<file path="config.mk">
export PLATFORM = sky130hd
export DESIGN_NAME = brbe_div
export DESIGN_NICKNAME = d
export VERILOG_FILES = /design/src/rtl/brbe_pkg.sv /design/src/rtl/brbe_div.sv
export SDC_FILE = /design/constraint.sdc
export NUM_CORES = 2
export LEC_CHECK = 0
export BUFFER_PORTS_ARGS = -buffer_cell sky130_fd_sc_hd__buf_2
export CORE_MARGIN = 3
export CORE_UTILIZATION = 25
export CTS_CLUSTER_SIZE = 25
export DETAILED_ROUTE_END_ITERATION = 12
export GPL_TIMING_DRIVEN = 1
export PLACE_DENSITY_LB_ADDON = 0.3
export SYNTH_ARGS = -nofsm -noshare
export SYNTH_HDL_FRONTEND = slang
export SYNTH_SLANG_ARGS = --single-unit
</file>
<file path="constraint.sdc">
create_clock -name clk -period 5.45 [get_ports clk]
set_input_delay 0.545 -clock clk [delete_from_list [all_inputs] [get_ports clk]]
set_output_delay 0.545 -clock clk [all_outputs]
set_load 0.03 [all_outputs]
</file>
<file path="src/rtl/brbe_pkg.sv">
// shared constants and types for the range and bearing estimator
package brbe_pkg;

  localparam int NUM_CLASSES  = 8;
  localparam int REF_W        = 10;
  localparam int CFG_IDX_W    = 4;
  localparam int CLS_W        = 3;
  localparam int PIX_W        = 11;
  localparam int ANGLE_W      = 17;
  localparam int RANGE_W      = 27;
  localparam int POS_W        = 28;
  localparam int HALF_WIDTH   = 640;
  localparam int ABSD_W       = 10;
  localparam int CORDIC_ITERS = 24;
  localparam int CW           = 33;
  localparam int PROD_W       = 59;

  localparam logic [31:0] HALF_FOV_Q32  = 32'd4122872632;
  // bearing scale: divide by 640 * 2^16 = 5 * 2^23
  localparam logic [41:0] BEAR_HALF     = 42'd20971520;
  localparam logic [19:0] RECIP5_Q22    = 20'd838861;
  localparam logic signed [CW-1:0] CORDIC_GAIN_Q30 = 33'sd652032874;

  localparam logic [REF_W-1:0] REF_RESET [NUM_CLASSES] = '{
    10'd270, 10'd270, 10'd130, 10'd130, 10'd90, 10'd90, 10'd135, 10'd90
  };

  localparam logic [31:0] ATAN_Q30 [CORDIC_ITERS] = '{
    32'h3243F6A8, 32'h1DAC6705, 32'h0FADBAFC, 32'h07F56EA6, 32'h03FEAB76,
    32'h01FFD55B, 32'h00FFFAAA, 32'h007FFF55, 32'h003FFFEA, 32'h001FFFFD,
    32'h000FFFFF, 32'h0007FFFF, 32'h0003FFFF, 32'h0001FFFF, 32'h0000FFFF,
    32'h00007FFF, 32'h00003FFF, 32'h00001FFF, 32'h00000FFF, 32'h000007FF,
    32'h000003FF, 32'h000001FF, 32'h000000FF, 32'h0000007F
  };

  // per-beat sideband that rides along the rotation pipeline
  typedef struct packed {
    logic [CLS_W-1:0]          cls;
    logic signed [ANGLE_W-1:0] angle;
    logic                      bad;
  } tag_t;

endpackage

</file>
<file path="src/rtl/brbe_div.sv">
// pipelined restoring divider, one quotient bit per stage
module brbe_div (
  input  logic                             clk,
  input  logic                             en,
  input  logic [brbe_pkg::RANGE_W-1:0]     num,
  input  logic [brbe_pkg::PIX_W-1:0]       den,
  output logic [brbe_pkg::RANGE_W-1:0]     quo
);

  localparam int N = brbe_pkg::RANGE_W;
  localparam int W = brbe_pkg::PIX_W;

  logic [N-1:0] num_r [N];
  logic [N-1:0] q_r   [N];
  logic [W-1:0] rem_r [N];
  logic [W-1:0] den_r [N];

  genvar k;
  generate
    for (k = 0; k < N; k++) begin : g_stage
      logic [N-1:0] num_in;
      logic [N-1:0] q_in;
      logic [W-1:0] rem_in;
      logic [W-1:0] den_in;
      logic [W:0]   trial;
      logic         ge;

      if (k == 0) begin : g_first
        assign num_in = num;
        assign q_in   = '0;
        assign rem_in = '0;
        assign den_in = den;
      end else begin : g_next
        assign num_in = num_r[k-1];
        assign q_in   = q_r[k-1];
        assign rem_in = rem_r[k-1];
        assign den_in = den_r[k-1];
      end

      // shift in next numerator bit and try subtracting
      assign trial = {rem_in, num_in[N-1]};
      assign ge    = (trial >= {1'b0, den_in});

      always_ff @(posedge clk) begin
        if (en) begin
          num_r[k] <= {num_in[N-2:0], 1'b0};
          q_r[k]   <= {q_in[N-2:0], ge};
          rem_r[k] <= ge ? W'(trial - {1'b0, den_in}) : W'(trial);
          den_r[k] <= den_in;
        end
      end
    end
  endgenerate

  assign quo = q_r[N-1];

endmodule

</file>
==> summary.txt <==
Pwr
  – Design Power: roughly 0.035 W
  – Pleak: about 24 nW
  – Peak VDD IR: 0.000371 V
  – Power Density: around 530 nW/um^2

Global routing
  – Initial antenna violation count: 2
  – Vias in the first global route: slightly below 30k
  – Global-route wire length before repair: between 150,000 and 200,000 um
  – Gr ovfl total: 0
  – Total track usage: ~8.3%
  – Largest net degree at the start of global routing: 168

CTS
  – Hold buffers post-CTS: 36
  – CTS tree: yes
  – TritonCTS Buffers: about 160
  – H-Tree Level Count: 4
  – PostCTS Resize Cnt: 0
  – Clk sink count: between 1k and 1.5k
  – Clk buf depth: 3
  – Worst-skew pair later-pin latency: 0.78 ns
  – Clock root buffer master: clkbuf_16
  – Setup bufs post-CTS: 0
  – Clk slew on worst S/H paths: 0.06 ns

Timing
  – Tcrit/Tclk final: 56.6%
  – Max-Slew Margin vs Limit: about 34%
  – RSZ-0062 raised after global routing: false
  – Tmin final: just over 3 ns
  – Final Hold Fails: 0
  – Setup tns final: 0 ns
  – Pins Over Slew Limit: 0
  – Peak Freq: about 320 MHz
  – Slew @ Worst Pin: between 0.9 and 1 ns
  – Setup ws final: 2.36 ns
  – Setup violators final: 0
  – Clock skew: approximately 0.059 ns
  – WHS: 0.116 ns

Logic synthesis
  – Synth top area share: between 60% and 70%
  – EDFF count, synth: roughly 1.3k
  – Syn Area/Cell: roughly 15 um^2
  – Dominant synthesized flop cell: edfxtp_1
  – Top cells by area, synth: edfxtp_1 (69%), ha_1 (6.4%), inv_1 (2.4%), a21oi_1 (2.1%), nor2_1 (2.1%)
  – Library cells used by synthesis: between 50 and 60
  – Post-synthesis async set-or-reset flop share: 0%
  – Syn_nets: ~4k
  – Part of the Yosys area used for sequential elements: ~69%
  – Synth Warn #: 0
  – #FFs+latches synth: about 1.3k
  – Mapped Area: roughly 56,000 um^2
  – Syn Inst Count: 3,723
  – Top cell type by total area after synthesis: edfxtp_1

Finish
  – Area Overhead vs Synth: 16.6%
  – Fillers: 22.2k
  – Nets: ~4.3k
  – Commonest non-fill, non-tap cell in the layout: edfxtp_1
  – Most frequent cells in the layout: edfxtp_1 (1,301), inv_1 (354), nor2_1 (311)
  – Layout cells sized above 1: under 10%

Placed design
  – Post-Place Setup Slack: between 2 and 2.5 ns
  – Gpl congestion: 0.795
  – PortBufs: between 60 and 70
  – DP HPWL: around 62,000 um

Flow run
  – Max_cap viols: 0

Critical path
  – RR Endpoint: rem_r[13][10]
  – Setup slack, reg-to-reg: 2.36 ns
  – Slowest CP cell: o21ai_2
  – CP max FO: 12
  – R2r worst-path depth: 8
  – Reg-to-reg critical path startpoint: den_r[12][0]
  – Worst path required time: 5.93 ns
  – Worst Setup Start Kind: flop
  – Setup CP Type: flop to flop
  – Setup crit end kind: flop
  – CP max stage delay: ~0.57 ns
  – CP Cell Sequence: ha_1 > fa_1 > nand2b_1 > a21oi_2 > a41o_1 > a41oi_1 > o21ai_2 > mux2_1
  – Worst Path Arrival: ~3.6 ns

Floorplan
  – I/O pin cnt: 67
  – Chip height: 480 um
  – Die width: 480 um
  – # rows: about 170
  – CORE AREA: between 200,000 and 250,000 um^2
  – Starting density of the core: around 25%
  – Die area: about 230,000 um^2

Detailed routing
  – DR WL/cell: about 14 um
  – # DRC: 0
  – Post-route ant nets: 0
  – Via count: about 29k
  – Post-Route WL: roughly 95,000 um
  – DR iter-0 viols: between 1.5k and 2k
  – Vias per cell: ~4.1
  – Pre-antenna DRT Iters: 5

Min path
  – Worst hold stages: 3
  – HP Start: num[26]
  – Hold path endpoint: rem_r[0][0]
  – Worst hold path class: primary input to flop

Outcome
  – Run status: completed
through the flow:
stage	utilization, %	cell area [um^2]	instances
after floorplan	-	56300	3723
after global placement	27.0	60100	6713
after detailed placement	27.0	60100	6713
after CTS	29.4	65600	7029
after global routing	29.4	65600	7031
final	29.4	65600	7031
cell families after synthesis:
| kind of cell | count (synthesis) | synth area share, % |
|---|---|---|
| buf+inv | 420 | 3.11 |
| simple gates | 660 | 5.40 |
| xor+xnor | 182 | 2.83 |
| compound gates | 689 | 8.63 |
| fa+ha+maj | 313 | 7.29 |
| flops | 1301 | 69.4 |
| mux | 158 | 3.29 |
synth_stat cells, types with 42 or more instances:
master / count
a21oi_1: 234
and2_1: 42
edfxtp_1: 1301
ha_1: 288
inv_1: 354
mux2_1: 96
nand2_1: 87
nor2_1: 311
nor3_1: 49
o21a_1: 49
o21ai_0: 63
xnor2_1: 114
xor2_1: 68
how the worst max path moves through the flow:
| stage | start | endpoint | cells after the start |
|---|---|---|---|
| 3_5_place_dp | den_r[14][0] | rem_r[15][6] | 8 |
| 2_1_floorplan | den_r[11][0] | rem_r[12][3] | 9 |
| 3_3_place_gp | den_r[14][0] | rem_r[15][2] | 8 |
| 6_report | den_r[12][0] | rem_r[13][10] | 8 |
| 4_1_cts | den_r[14][0] | rem_r[15][6] | 8 |
| 5_1_grt | den_r[12][0] | rem_r[13][6] | 8 |
power by group:
group	leakage (nW)	internal, W	total, W	switching, W
Combinational	9.01	0.00470	0.0103	0.00564
Sequential	12.7	0.0135	0.0144	0.000896
Clock	2.45	0.00602	0.0103	0.00424
Total	24.1	0.0242	0.0350	0.0108
layout make-up:
| cell class | count | area [um^2] | share of cell area, % |
|---|---|---|---|
| diodes | 2 | 5.00 | 0.00763 |
| clock buffers | 189 | 4010 | 6.11 |
| clock inverters | 91 | 1100 | 1.68 |
| inverters | 354 | 1330 | 2.03 |
| multi-input cells | 2002 | 15400 | 23.5 |
| flip-flops and latches | 1301 | 39100 | 59.6 |
| well taps | 2975 | 3720 | 5.68 |
| repair buffers | 117 | 906 | 1.38 |
state kept, by name, summed over array words and instances, names as in the netlist:
signal	cells
q_r	378
num_r	351
den_r	286
rem_r	286
critical path: cells and delay by family, from the launching register on:
kind,cells,cell delay [ns]
AO/OA/AOI/OAI,4,1.18
flip-flops,1,0.42
multiplexers,1,0.38
adder cells (fa/ha/maj),2,0.64
AND/OR/NAND/NOR,1,0.18
routing by layer:
layer,GRT usage (%),vias to the layer above,part of all wire (%)
met5,0,-,0.014
met4,3.25,2,3.2
met3,2.07,195,4.3
met2,13.3,457,47
met1,10.7,14100,46
li1,-,14300,-
Power figures use the tool's default switching activity.
